--- config.mk ---
export PLATFORM = sky130hd
export DESIGN_NAME = gamepad_report_to_key_events_top_flat
export DESIGN_NICKNAME = d
export VERILOG_FILES = /design/src/rtl/gpke_pkg.sv /design/src/rtl/gpke_in_if.sv /design/src/rtl/gpke_out_if.sv /design/src/rtl/gpke_ctrl.sv /design/src/rtl/gpke_dp.sv /design/src/rtl/gamepad_report_to_key_events_top.sv /design/src/flat_wrapper.sv
export SDC_FILE = /design/constraint.sdc
export NUM_CORES = 1
export LEC_CHECK = 0
export BUFFER_PORTS_ARGS = -buffer_cell sky130_fd_sc_hd__clkbuf_2
export CAP_MARGIN = 30
export CORE_MARGIN = 10
export CORE_UTILIZATION = 35
export CTS_CLUSTER_DIAMETER = 150
export DETAILED_ROUTE_END_ITERATION = 8
export HOLD_SLACK_MARGIN = 0.12
export PLACE_DENSITY = 0.5
export SKIP_LAST_GASP = 1
export SLEW_MARGIN = 40
export SYNTH_ARGS = -nofsm -noshare
export SYNTH_HDL_FRONTEND = slang
export SYNTH_SLANG_ARGS = --single-unit
--- constraint.sdc ---
create_clock -name clk -period 3.2 [get_ports clk]
set_clock_uncertainty 0.1 [all_clocks]
set_input_delay 0.32 -clock clk [delete_from_list [all_inputs] [get_ports clk]]
set_output_delay 0.32 -clock clk [all_outputs]
set_load 0.1 [all_outputs]
--- src/rtl/gpke_pkg.sv ---
// Package with the key codes, button tables and control structs of the gamepad key event block.
package gpke_pkg;

	localparam int KEY_W       = 4;
	localparam int TOTAL_W     = 6;
	localparam int BTN_IDX_W   = 5;
	localparam int WORD_W      = 32;
	localparam int DIR_SLOTS   = 4;
	localparam int APB_ADDR_W  = 2;
	localparam int APB_DATA_W  = 32;

	localparam logic [APB_ADDR_W-1:0] CFG_ADDR_USE_KNOWN = 2'd0;

	localparam logic [KEY_W-1:0] KEY_NONE   = 4'd0;
	localparam logic [KEY_W-1:0] KEY_LEFT   = 4'd1;
	localparam logic [KEY_W-1:0] KEY_RIGHT  = 4'd2;
	localparam logic [KEY_W-1:0] KEY_UP     = 4'd3;
	localparam logic [KEY_W-1:0] KEY_DOWN   = 4'd4;
	localparam logic [KEY_W-1:0] KEY_SELECT = 4'd5;
	localparam logic [KEY_W-1:0] KEY_STICK  = 4'd6;
	localparam logic [KEY_W-1:0] KEY_START  = 4'd7;
	localparam logic [KEY_W-1:0] KEY_PGUP   = 4'd8;
	localparam logic [KEY_W-1:0] KEY_PGDN   = 4'd9;
	localparam logic [KEY_W-1:0] KEY_A      = 4'd10;
	localparam logic [KEY_W-1:0] KEY_B      = 4'd11;
	localparam logic [KEY_W-1:0] KEY_X      = 4'd12;
	localparam logic [KEY_W-1:0] KEY_Y      = 4'd13;
	localparam logic [KEY_W-1:0] KEY_HOME   = 4'd14;

	typedef struct packed {
		logic               operation;
		logic               report_ok;
		logic               dir_left;
		logic               dir_right;
		logic               dir_up;
		logic               dir_down;
		logic [WORD_W-1:0]  order_buttons;
		logic [WORD_W-1:0]  named_buttons;
		logic [TOTAL_W-1:0] button_total;
	} gpke_in_word_t;

	typedef struct packed {
		logic load;
		logic build_step;
		logic prep;
		logic scan_step;
		logic commit;
	} gpke_cmd_t;

	typedef struct packed {
		logic total_zero;
		logic build_last;
		logic pend_empty;
		logic here;
		logic last;
		logic out_free;
	} gpke_stat_t;

	function automatic logic [KEY_W-1:0] gpke_button_key(input logic known,
		input logic [BTN_IDX_W-1:0] idx);
		logic [KEY_W-1:0] key;
		key = KEY_NONE;
		if (known) begin
			unique case (idx)
				5'd0:    key = KEY_SELECT;
				5'd1:    key = KEY_STICK;
				5'd2:    key = KEY_STICK;
				5'd3:    key = KEY_START;
				5'd10:   key = KEY_PGUP;
				5'd11:   key = KEY_PGDN;
				5'd12:   key = KEY_Y;
				5'd13:   key = KEY_B;
				5'd14:   key = KEY_A;
				5'd15:   key = KEY_X;
				5'd16:   key = KEY_HOME;
				default: key = KEY_NONE;
			endcase
		end else begin
			unique case (idx)
				5'd0:    key = KEY_A;
				5'd1:    key = KEY_B;
				5'd2:    key = KEY_X;
				5'd3:    key = KEY_Y;
				5'd4:    key = KEY_START;
				5'd5:    key = KEY_SELECT;
				default: key = KEY_NONE;
			endcase
		end
		return key;
	endfunction

endpackage

--- src/rtl/gpke_in_if.sv ---
// Input channel interface carrying one decoded gamepad report word.
interface gpke_in_if;
	logic        valid;
	logic        ready;
	logic        operation;
	logic        report_ok;
	logic        dir_left;
	logic        dir_right;
	logic        dir_up;
	logic        dir_down;
	logic [31:0] order_buttons;
	logic [31:0] named_buttons;
	logic [5:0]  button_total;

	modport source (output valid, operation, report_ok, dir_left, dir_right, dir_up, dir_down,
		order_buttons, named_buttons, button_total, input ready);
	modport sink (input valid, operation, report_ok, dir_left, dir_right, dir_up, dir_down,
		order_buttons, named_buttons, button_total, output ready);
endinterface

--- src/rtl/gpke_out_if.sv ---
// Output channel interface carrying one key event word.
interface gpke_out_if;
	logic       valid;
	logic       ready;
	logic [3:0] key_code;
	logic       key_down;
	logic       last_event;

	modport source (output valid, key_code, key_down, last_event, input ready);
	modport sink (input valid, key_code, key_down, last_event, output ready);
endinterface

--- src/rtl/gpke_ctrl.sv ---
// Controller state machine that sequences the button build, slot scan and commit.
module gpke_ctrl
	import gpke_pkg::*;
(
	input  logic       clk,
	input  logic       arst_n,
	input  logic       in_valid,
	input  logic       in_operation,
	input  logic       in_report_ok,
	output logic       in_ready,
	input  gpke_stat_t stat,
	output gpke_cmd_t  cmd
);

	typedef enum logic [3:0] {
		ST_IDLE  = 4'b0001,
		ST_BUILD = 4'b0010,
		ST_PREP  = 4'b0100,
		ST_SCAN  = 4'b1000
	} state_t;

	state_t state_q, state_d;

	always_ff @(posedge clk or negedge arst_n) begin
		if (!arst_n) begin
			state_q <= ST_IDLE;
		end else begin
			state_q <= state_d;
		end
	end

	always_comb begin
		state_d  = state_q;
		cmd      = '0;
		in_ready = 1'b0;
		unique case (state_q)
			ST_IDLE: begin
				in_ready = 1'b1;
				if (in_valid) begin
					if (in_operation) begin
						cmd.load = 1'b1;
						state_d  = ST_PREP;
					end else if (in_report_ok) begin
						cmd.load = 1'b1;
						state_d  = stat.total_zero ? ST_PREP : ST_BUILD;
					end
				end
			end
			ST_BUILD: begin
				cmd.build_step = 1'b1;
				if (stat.build_last) begin
					state_d = ST_PREP;
				end
			end
			ST_PREP: begin
				cmd.prep = 1'b1;
				state_d  = ST_SCAN;
			end
			ST_SCAN: begin
				if (stat.pend_empty) begin
					cmd.commit = 1'b1;
					state_d    = ST_IDLE;
				end else begin
					cmd.scan_step = !stat.here || stat.out_free;
				end
			end
			default: begin
				state_d = ST_IDLE;
			end
		endcase
	end

endmodule

--- src/rtl/gpke_dp.sv ---
// Datapath with the slot arrays, held state, button scan and output word register.
module gpke_dp
	import gpke_pkg::*;
#(
	parameter int SLOT_COUNT  = 24,
	parameter int MAX_BUTTONS = 32
) (
	input  logic          clk,
	input  logic          arst_n,
	input  logic          use_known,
	input  gpke_in_word_t in_word,
	input  gpke_cmd_t     cmd,
	output gpke_stat_t    stat,
	gpke_out_if.source    out_ch
);

	localparam int SW = $clog2(SLOT_COUNT);
	localparam int NW = $clog2(SLOT_COUNT + 1);
	localparam int BW = (MAX_BUTTONS > 1) ? $clog2(MAX_BUTTONS) : 1;
	localparam logic [NW-1:0]      SlotTotal = NW'(SLOT_COUNT);
	localparam logic [TOTAL_W-1:0] MaxTotal  = TOTAL_W'(MAX_BUTTONS);

	logic [KEY_W-1:0]      keys_q     [SLOT_COUNT];
	logic [KEY_W-1:0]      slot_key_q [SLOT_COUNT];
	logic [SLOT_COUNT-1:0] press_q;
	logic [SLOT_COUNT-1:0] held_q;
	logic [SLOT_COUNT-1:0] pend_q;
	logic [SW-1:0]         sidx_q;
	logic [NW-1:0]         next_q;
	logic [BW-1:0]         bidx_q;
	logic [TOTAL_W-1:0]    total_q;
	logic [MAX_BUTTONS-1:0] btn_q;
	logic                  out_valid_q;
	logic [KEY_W-1:0]      out_key_q;
	logic                  out_down_q;
	logic                  out_last_q;

	logic [KEY_W-1:0]      btn_key;
	logic                  btn_fits;
	logic [TOTAL_W-1:0]    bidx_next;
	logic [TOTAL_W-1:0]    total_eff;
	logic [WORD_W-1:0]     btn_sel;
	logic [SLOT_COUNT-1:0] cur_bit;
	logic [KEY_W-1:0]      emit_key;

	always_comb begin
		btn_key   = gpke_button_key(use_known, BTN_IDX_W'(bidx_q));
		btn_fits  = (btn_key != KEY_NONE) && (next_q < SlotTotal);
		bidx_next = TOTAL_W'(bidx_q) + TOTAL_W'(1);
		total_eff = (in_word.button_total > MaxTotal) ? MaxTotal : in_word.button_total;
		btn_sel   = use_known ? in_word.order_buttons : in_word.named_buttons;
		cur_bit   = SLOT_COUNT'(1) << sidx_q;
		emit_key  = (keys_q[sidx_q] != KEY_NONE) ? keys_q[sidx_q] : slot_key_q[sidx_q];

		stat.total_zero = (in_word.button_total == '0);
		stat.build_last = (bidx_next == total_q);
		stat.pend_empty = (pend_q == '0);
		stat.here       = pend_q[sidx_q];
		stat.last       = ((pend_q & ~cur_bit) == '0);
		stat.out_free   = !out_valid_q || out_ch.ready;
	end

	always_ff @(posedge clk) begin
		if (cmd.load) begin
			for (int i = DIR_SLOTS; i < SLOT_COUNT; i++) begin
				keys_q[i] <= KEY_NONE;
			end
			keys_q[0] <= in_word.operation ? KEY_NONE : KEY_LEFT;
			keys_q[1] <= in_word.operation ? KEY_NONE : KEY_RIGHT;
			keys_q[2] <= in_word.operation ? KEY_NONE : KEY_UP;
			keys_q[3] <= in_word.operation ? KEY_NONE : KEY_DOWN;
			press_q   <= in_word.operation ? '0 :
				{{(SLOT_COUNT-DIR_SLOTS){1'b0}}, in_word.dir_down, in_word.dir_up,
				in_word.dir_right, in_word.dir_left};
			next_q  <= NW'(DIR_SLOTS);
			bidx_q  <= '0;
			total_q <= total_eff;
			btn_q   <= btn_sel[MAX_BUTTONS-1:0];
		end else if (cmd.build_step) begin
			if (btn_fits) begin
				keys_q[next_q[SW-1:0]]  <= btn_key;
				press_q[next_q[SW-1:0]] <= btn_q[bidx_q];
				next_q                  <= next_q + NW'(1);
			end
			bidx_q <= bidx_q + BW'(1);
		end
	end

	always_ff @(posedge clk or negedge arst_n) begin
		if (!arst_n) begin
			held_q <= '0;
			pend_q <= '0;
			sidx_q <= '0;
			for (int i = 0; i < SLOT_COUNT; i++) begin
				slot_key_q[i] <= KEY_NONE;
			end
		end else begin
			if (cmd.prep) begin
				pend_q <= held_q ^ press_q;
				sidx_q <= '0;
			end else if (cmd.scan_step) begin
				pend_q[sidx_q] <= 1'b0;
				sidx_q         <= sidx_q + SW'(1);
			end
			if (cmd.commit) begin
				held_q <= press_q;
				for (int i = 0; i < SLOT_COUNT; i++) begin
					slot_key_q[i] <= keys_q[i];
				end
			end
		end
	end

	always_ff @(posedge clk or negedge arst_n) begin
		if (!arst_n) begin
			out_valid_q <= 1'b0;
		end else if (cmd.scan_step && stat.here) begin
			out_valid_q <= 1'b1;
		end else if (out_ch.ready) begin
			out_valid_q <= 1'b0;
		end
	end

	always_ff @(posedge clk) begin
		if (cmd.scan_step && stat.here) begin
			out_key_q  <= emit_key;
			out_down_q <= press_q[sidx_q];
			out_last_q <= stat.last;
		end
	end

	assign out_ch.valid      = out_valid_q;
	assign out_ch.key_code   = out_key_q;
	assign out_ch.key_down   = out_down_q;
	assign out_ch.last_event = out_last_q;

endmodule

--- src/rtl/gamepad_report_to_key_events_top.sv ---
// Top level of the gamepad report to key event block with its register port.
// No new word is taken until the block has built the button slots, scanned up to the last changed slot
// and committed the held state. The build handles one button per cycle and the scan one slot per
// cycle; a stalled output word holds the scan on that slot.
// Reset clears the held mask, every stored slot key, the map select register and the controller.
module gamepad_report_to_key_events_top
	import gpke_pkg::*;
#(
	parameter int SLOT_COUNT  = 24,
	parameter int MAX_BUTTONS = 32
) (
	input  logic                  clk,
	input  logic                  arst_n,
	gpke_in_if.sink               in_ch,
	gpke_out_if.source            out_ch,
	input  logic                  psel,
	input  logic                  penable,
	input  logic                  pwrite,
	input  logic [APB_ADDR_W-1:0] paddr,
	input  logic [APB_DATA_W-1:0] pwdata,
	output logic [APB_DATA_W-1:0] prdata,
	output logic                  pready
);

	logic          use_known_q;
	logic          cfg_write;
	gpke_in_word_t in_word;
	gpke_cmd_t     cmd;
	gpke_stat_t    stat;

	assign pready    = 1'b1;
	assign cfg_write = psel && penable && pwrite && (paddr == CFG_ADDR_USE_KNOWN);
	assign prdata    = (paddr == CFG_ADDR_USE_KNOWN) ? {{(APB_DATA_W-1){1'b0}}, use_known_q} : '0;

	always_ff @(posedge clk or negedge arst_n) begin
		if (!arst_n) begin
			use_known_q <= 1'b0;
		end else if (cfg_write) begin
			use_known_q <= pwdata[0];
		end
	end

	always_comb begin
		in_word.operation     = in_ch.operation;
		in_word.report_ok     = in_ch.report_ok;
		in_word.dir_left      = in_ch.dir_left;
		in_word.dir_right     = in_ch.dir_right;
		in_word.dir_up        = in_ch.dir_up;
		in_word.dir_down      = in_ch.dir_down;
		in_word.order_buttons = in_ch.order_buttons;
		in_word.named_buttons = in_ch.named_buttons;
		in_word.button_total  = in_ch.button_total;
	end

	gpke_ctrl u_ctrl (
		.clk          (clk),
		.arst_n       (arst_n),
		.in_valid     (in_ch.valid),
		.in_operation (in_ch.operation),
		.in_report_ok (in_ch.report_ok),
		.in_ready     (in_ch.ready),
		.stat         (stat),
		.cmd          (cmd)
	);

	gpke_dp #(
		.SLOT_COUNT  (SLOT_COUNT),
		.MAX_BUTTONS (MAX_BUTTONS)
	) u_dp (
		.clk       (clk),
		.arst_n    (arst_n),
		.use_known (use_known_q),
		.in_word   (in_word),
		.cmd       (cmd),
		.stat      (stat),
		.out_ch    (out_ch)
	);

	// No scan work may be left over while new words are taken.
	a_idle_no_pending: assert property (@(posedge clk) disable iff (!arst_n)
		in_ch.ready |-> stat.pend_empty)
		else $error("pending slot events while accepting input");

	// A word is only written into the output register when that register can take it.
	a_emit_has_room: assert property (@(posedge clk) disable iff (!arst_n)
		(cmd.scan_step && stat.here) |-> (!out_ch.valid || out_ch.ready))
		else $error("event emitted over an untaken output word");

	// The word marked last leaves no further events pending.
	a_last_clears: assert property (@(posedge clk) disable iff (!arst_n)
		(cmd.scan_step && stat.here && stat.last) |=> stat.pend_empty)
		else $error("events still pending after the last event");

endmodule

--- src/flat_wrapper.sv ---
// flat-port wrapper written by rule: the top's interface ports become plain ports
module gamepad_report_to_key_events_top_flat import gpke_pkg::*;
#(
	parameter int SLOT_COUNT  = 24,
	parameter int MAX_BUTTONS = 32
)
  (clk, arst_n, psel, penable, pwrite, paddr, pwdata, prdata, pready, in_ch_valid, in_ch_operation, in_ch_report_ok, in_ch_dir_left, in_ch_dir_right, in_ch_dir_up, in_ch_dir_down, in_ch_order_buttons, in_ch_named_buttons, in_ch_button_total, in_ch_ready, out_ch_valid, out_ch_key_code, out_ch_key_down, out_ch_last_event, out_ch_ready);
  gpke_in_if in_ch_i ();
  gpke_out_if out_ch_i ();
  input  logic clk;
  input  logic arst_n;
  input  logic psel;
  input  logic penable;
  input  logic pwrite;
  input  logic [APB_ADDR_W-1:0] paddr;
  input  logic [APB_DATA_W-1:0] pwdata;
  output logic [APB_DATA_W-1:0] prdata;
  output logic pready;
  input wire logic [$bits(in_ch_i.valid)-1:0] in_ch_valid;
  input wire logic [$bits(in_ch_i.operation)-1:0] in_ch_operation;
  input wire logic [$bits(in_ch_i.report_ok)-1:0] in_ch_report_ok;
  input wire logic [$bits(in_ch_i.dir_left)-1:0] in_ch_dir_left;
  input wire logic [$bits(in_ch_i.dir_right)-1:0] in_ch_dir_right;
  input wire logic [$bits(in_ch_i.dir_up)-1:0] in_ch_dir_up;
  input wire logic [$bits(in_ch_i.dir_down)-1:0] in_ch_dir_down;
  input wire logic [$bits(in_ch_i.order_buttons)-1:0] in_ch_order_buttons;
  input wire logic [$bits(in_ch_i.named_buttons)-1:0] in_ch_named_buttons;
  input wire logic [$bits(in_ch_i.button_total)-1:0] in_ch_button_total;
  output wire logic [$bits(in_ch_i.ready)-1:0] in_ch_ready;
  output wire logic [$bits(out_ch_i.valid)-1:0] out_ch_valid;
  output wire logic [$bits(out_ch_i.key_code)-1:0] out_ch_key_code;
  output wire logic [$bits(out_ch_i.key_down)-1:0] out_ch_key_down;
  output wire logic [$bits(out_ch_i.last_event)-1:0] out_ch_last_event;
  input wire logic [$bits(out_ch_i.ready)-1:0] out_ch_ready;
  assign in_ch_i.valid = in_ch_valid;
  assign in_ch_i.operation = in_ch_operation;
  assign in_ch_i.report_ok = in_ch_report_ok;
  assign in_ch_i.dir_left = in_ch_dir_left;
  assign in_ch_i.dir_right = in_ch_dir_right;
  assign in_ch_i.dir_up = in_ch_dir_up;
  assign in_ch_i.dir_down = in_ch_dir_down;
  assign in_ch_i.order_buttons = in_ch_order_buttons;
  assign in_ch_i.named_buttons = in_ch_named_buttons;
  assign in_ch_i.button_total = in_ch_button_total;
  assign in_ch_ready = in_ch_i.ready;
  assign out_ch_valid = out_ch_i.valid;
  assign out_ch_key_code = out_ch_i.key_code;
  assign out_ch_key_down = out_ch_i.key_down;
  assign out_ch_last_event = out_ch_i.last_event;
  assign out_ch_i.ready = out_ch_ready;
  gamepad_report_to_key_events_top #(.SLOT_COUNT(SLOT_COUNT), .MAX_BUTTONS(MAX_BUTTONS)) u_core (.clk(clk), .arst_n(arst_n), .in_ch(in_ch_i), .out_ch(out_ch_i), .psel(psel), .penable(penable), .pwrite(pwrite), .paddr(paddr), .pwdata(pwdata), .prdata(prdata), .pready(pready));
endmodule
**Word-level counts from Yosys, hierarchy flattened**

Memory sizes are Yosys's and may differ from the RTL's. A register that Yosys moved wholly into a read port is not among the register bits.
Index checks and enable logic that the tools add are counted.

- $add $sub $neg: 4
- Div/mod/pow operators: 0
- Shift-type cells: 1
- Bitwise operators: 6
- Equality and inequality tests: 14
- $lt $le $gt $ge: 8
- $mul: 0
- Reductions and logical operators: 50
- Multiplexer cells: 61

Operators by type and width:

| kind | count |
|---|---|
| 24-bit 2-to-1 mux | 5 |
| 24-bit AND | 2 |
| 24-bit zero test | 2 |
| 24-bit inverter | 2 |
| 4-bit 2-to-1 mux | 11 |
| 32-bit 2-to-1 mux | 1 |
| 1-bit zero test | 26 |
| 1-bit 2-to-1 mux | 25 |
| 5-bit 2-to-1 mux | 5 |
| 24-bit bitwise mux | 1 |
| 4-bit case mux with 6 select lines | 1 |
| 1-bit by 5-bit << shifter with 24-bit output (first input constant) | 1 |
| 24-bit bitwise XOR | 1 |
| 4-bit binary-select mux with 5-bit select | 1 |
| 5-bit by 6-bit < comparator with 1-bit output (second input constant) | 3 |
| 4-bit case mux with 4 select lines | 1 |
| 5-bit by 1-bit adder with 5-bit output (second input constant) | 3 |
| 1-bit binary-select mux with 5-bit select | 3 |
| 1-bit demux with 5-bit select | 2 |
| 5-bit by 2-bit == test with 1-bit output (second input constant) | 2 |
| 5-bit by 3-bit == test with 1-bit output (second input constant) | 2 |
| 5-bit by 1-bit >= comparator with 1-bit output (second input constant) | 2 |
| 2-bit nonzero test | 4 |
| 4-bit nonzero test | 2 |
| 24 further kinds | 36 |

- Latch bits: 0
- Logic and storage cells: 160
- Memories kept: 2
- Register bits after elaboration: 137
- Memory bits (read-only): 128
- RAM bits: 96

Memory list:

| name | depth | width | rd ports | clocked after memory_dff | wr ports | line | RTL |
|---|---|---|---|---|---|---|---|
| (name not given) | 32 | 4 | 1 | 1 | 0 | gpke_pkg.sv:64 | `unique case (idx)` |
| u_core.u_dp.keys_q | 24 | 4 | 25 | 24 | 24 | gpke_dp.sv:23 | `logic [KEY_W-1:0] keys_q [SLOT_COUNT];` |

**Depth between registers and ports, before layout**

- Depth after elaboration: 11
- Gate-level depth with buffers: 12

**Modules after synthesis**

From an unflattened synthesis, not the netlist that was laid out.

- Cells, all modules: 1364
- Area total of the unflattened synthesis: 17837.1 um2

By module, submodules not included:

| module | cells an instance | area each (um2) | sequential area each (um2) | instances |
|---|---|---|---|---|
| gpke_dp | 1300 | 17270.3 | 9919.5 | 1 |
| gamepad_report_to_key_events_top | 39 | 301.5 | 25.0 | 1 |
| gpke_ctrl | 25 | 265.3 | 101.3 | 1 |

**Worst setup path before layout**

OpenSTA, ideal clock, no wires.

- Path kind: flip-flop to flip-flop
- From: register u_core.u_dp.bidx_q[1]
- To: register u_core.u_dp.press_q[10] (enable)
- Arrival: 2.968 ns
- Stages on the path, launching flop included: 11
- Slack: -0.262 ns
- Data required time: 2.706 ns
- Cell sequence: dfxtp_1 clkbuf_1 inv_1 ha_1 or2_2 a31oi_1 a21oi_1 o41ai_2 buf_2 clkbuf_1 nand2_1

- Longest elaborated chain between the ends: 7
- Elaborated cells on any way between the ends: 12

RTL lines:

| item | line | RTL |
|---|---|---|
| start: declaration | gpke_dp.sv:30 | `logic [BW-1:0] bidx_q;` |
| start signal: assignment | gpke_dp.sv:85 | `bidx_q <= bidx_q + BW'(1);` |
| 5-bit by 3-bit == test with 1-bit output (tied with other cells) | gpke_pkg.sv:79 | `unique case (idx)` |
| 4-bit case mux with 6 select lines * | gpke_pkg.sv:79 |  |
| 4-bit 2-to-1 mux * | gpke_pkg.sv:63 | `if (known) begin` |
| named net u_core.u_dp.btn_key[0] | gpke_dp.sv:38 | `logic [KEY_W-1:0] btn_key;` |
| 4-bit nonzero test * | gpke_dp.sv:48 | `btn_fits = (btn_key != KEY_NONE) && (next_q < SlotTotal);` |
| 1-bit logical AND * | gpke_dp.sv:48 |  |
| 2-bit nonzero test (no line) * | -- |  |
| 2-bit AND reduction (no line) * | -- |  |
| end signal: assignment | gpke_dp.sv:72 | `press_q <= in_word.operation ? '0 :` |
| end signal: indexed assignment | gpke_dp.sv:82 | `press_q[next_q[SW-1:0]] <= btn_q[bidx_q];` |
| end: declaration | gpke_dp.sv:25 | `logic [SLOT_COUNT-1:0] press_q;` |

The timed path passes the listed nets; every way through them passes the cells marked *.
A chain may end at the register's enable or synchronous reset.

==> impl_metrics.yaml <==
synthesis:
  seq_area_frac_synth_pct: 56.3
  yosys-top-cells-area: "edfxtp_1, dfrtp_1, mux2_2"
  ys_ff_latch: 365
  syn_area_um2: 17800
  yosys.area.top_type_share_pct: 33.0
  async_reset_ff_share_pct: 42.5
  synth.distinct_cells: 74
  synth_common_cells: "edfxtp_1, mux2_2, dfrtp_1"
  synthCells: 1388
  synth-edff-count: 196
  synth_area_leader_cell: "edfxtp_1"
  syn_area_per_cell_um2: 12.9
  ys_warn_count: 0
  synth_most_common_cell: "edfxtp_1"
  synth_top_flop_cell: "edfxtp_1"
pwr:
  p_clk_share_pct: 28.7
  irDropWorstVdd_uv: 431
  swShare_pct: 34.1
  power_mw: 16.3
  seq_power_share_pct: 41.8
  combPwrFrac_pct: 29.6
  p_sw_mw: 5.57
  leakagePower_nw: 8.68
  internal_power_mw: 10.7
  p_per_area_nw_per_um2: 753
clock_tree:
  post_cts_buffers: 0
  ctsHoldBuffers: 81
  cts.sinks: 365
  clock_latency_ns: 0.57
  clockRootBuffer: "clkbuf_16"
  path_clk_slew_ns: 0.06
  cts-resized-gates: 0
  clk_path_buf_depth: 3
  cts.htree.levels: 2
  cts_buffers: 41
  cts_tree: "built"
routing:
  drt-pass1-iter-count: 6
  wl_met1_mm: 21.4
  wirelength_mm: 49.3
  dr_wl_met3_mm: 2.49
  dr.max_layer_used: "met4"
  vias_per_cell: 5.13
  wl_per_cell_um: 21.1
  vias: 12000
  remaining_drc_errors: 0
  wl_met2_mm: 24.2
  drt_iter0_drc: 950
  drtAntennaViolNets: 0
global_routing:
  grt-ovfl-total: 0
  grt_pass1_vias: 12500
  grt_use_total_pct: 16.4
  grt_pass1_wl_mm: 76.1
  grt_max_degree: 75
  antenna_found_initial: 0
critical_path:
  arrival_ns: 2.98
  critPathLaunchType: "register"
  setup.worst_path.end_class: "register"
  crit_type: "register to register"
  crit_fanout: 39
  worstPathRequired_ns: 3.29
floorplanning:
  die_area_um2: 60400
  pin_count: 158
  die_x_um: 246
  std_cell_rows: 82
  coreArea_um2: 50300
  die_h_um: 246
  start_util_pct: 35.5
cells_and_area:
  multi_input_area_um2: 7300
  area_delta_synth_final_pct: 21.4
  instances_no_fill: 2340
  final_area_um2: 21700
  fill_cells: 4747
  final-seq-area_um2: 10100
  layout-drive-gt1-share_pct: 28.8
  diodes: 0
  final_core_util_pct: 43.1
  nets: 1770
hold_path:
  hp-class: "input pin to asynchronous set/reset pin"
run_status:
  status: "finished, final reports clean"
sta:
  hold_viol: 0
  rsz0062_at_grt: "no"
  max-slew-margin-rel_pct: 44.1
  finalSetupViolCount: 0
  fin_setup_tns_ns: 0
  fin_ws_ns: 0.308
  post-route-period-util_pct: 90.4
  fin_crit_ns: 2.89
  finalMaxSlewViolations: 0
  fmax_ghz: 0.346
  worst_pin_slew_ns: 0.830
  hold_ws_ns: 0.166
place:
  portBuffers: 94
  gp_congestion: 0.885
  placed_cells: 2184
  place_area_um2: 19500
  dp_hpwl_mm: 34.7
  dp_slack_ns: 0.293
run:
  drv_cap: 0
==> layout by cell type (no fill, tap or decap), types with 17 or more instances in the layout <==
cell type / instances
edfxtp_1: 196
mux2_2: 158
dfrtp_1: 152
nor2_1: 137
clkbuf_2: 93
nand2_1: 86
buf_4: 86
dlygate4sd3_1: 81
mux2i_1: 64
conb_1: 64
mux4_2: 53
o22ai_1: 46
clkbuf_16: 42
o21ai_0: 41
xnor2_1: 30
and3_1: 26
nand3_1: 25
nor3_1: 24
a21oi_1: 22
inv_1: 21
a22oi_1: 18
ha_1: 17
==> worst max-delay path, cell delays in order (launching register included) <==
cell and delay (ns):
dfxtp_1 0.34, buf_4 0.22, ha_1 0.33, o31ai_1 0.11, o21ai_0 0.39, o41ai_4 0.12
buf_12 0.20, o21ai_0 0.68
==> final timing paths <==
kind	startpoint	to	slack, ns	cells past startpoint
worst max-delay path	u_core.u_dp.bidx_q[1]$_SDFFE_PP0P_	u_core.u_dp.keys_q[16][2]$_SDFFCE_PN0P_	0.31	7
worst min-delay path	arst_n	u_core.u_dp.slot_key_q[32]$_DFFE_PN0P_	0.17	2
worst max register to register	u_core.u_dp.bidx_q[1]$_SDFFE_PP0P_	u_core.u_dp.keys_q[16][2]$_SDFFCE_PN0P_	0.31	7
worst min register to register	u_core.u_dp.keys_q[14][1]$_SDFFCE_PN0P_	u_core.u_dp.slot_key_q[37]$_DFFE_PN0P_	0.40	1
max in group asynchronous	arst_n	u_core.u_ctrl.state_q[0]$_DFFE_PN1P_	1.90	3
min in group clk	u_core.u_dp.keys_q[14][1]$_SDFFCE_PN0P_	u_core.u_dp.slot_key_q[37]$_DFFE_PN0P_	0.40	1
==> cells by family (layout without fill, tap and decap cells) <==
family	after synthesis	count (layout)	synth area share, %
flip-flops	365	365	56.3
AND/OR/NAND/NOR	362	362	9.58
multiplexers	276	276	20.3
AO/OA/AOI/OAI	185	185	6.72
buffers and inverters	149	367	4.30
XOR/XNOR	32	32	1.57
adder cells (fa/ha/maj)	17	17	1.19
other	2	64	0.0421
==> final cells by class <==
class                   count  share of cell area, %
clock buffers              56                   5.23
clock inverters            19                  0.814
repair buffers            268                   9.57
multi-input cells         936                   33.7
well taps                 672                   3.88
flip-flops and latches    365                   46.4
inverters                  24                  0.416
==> power groups by stage <==
stage	Combinational (mW)	Clock [mW]	Sequential, mW
final	4.82	4.68	6.82
after global routing	5.26	5.00	6.92
after CTS	4.86	4.81	6.81
after detailed placement	4.70	0	6.90
after global placement	4.65	0	6.89
after floorplan	3.26	0	6.52
==> flip-flops by register name, indices dropped and copies added, names as in the netlist, 5 cells and up, named ones only <==
register	flops
u_core.u_dp.keys_q	128
u_core.u_dp.slot_key_q	96
u_core.u_dp.btn_q	32
u_core.u_dp.held_q	24
u_core.u_dp.pend_q	24
u_core.u_dp.press_q	24
u_core.u_dp.total_q	6
u_core.u_dp.bidx_q	5
u_core.u_dp.next_q	5
u_core.u_dp.sidx_q	5
==> metal layers <==
layer,vias up,GRT usage [%]
li1,5571,-
met1,6086,21.2
met2,279,27.4
met3,66,3.18
met4,0,4.50
met5,-,0
Note: power is estimated with default switching activity, not from simulation.
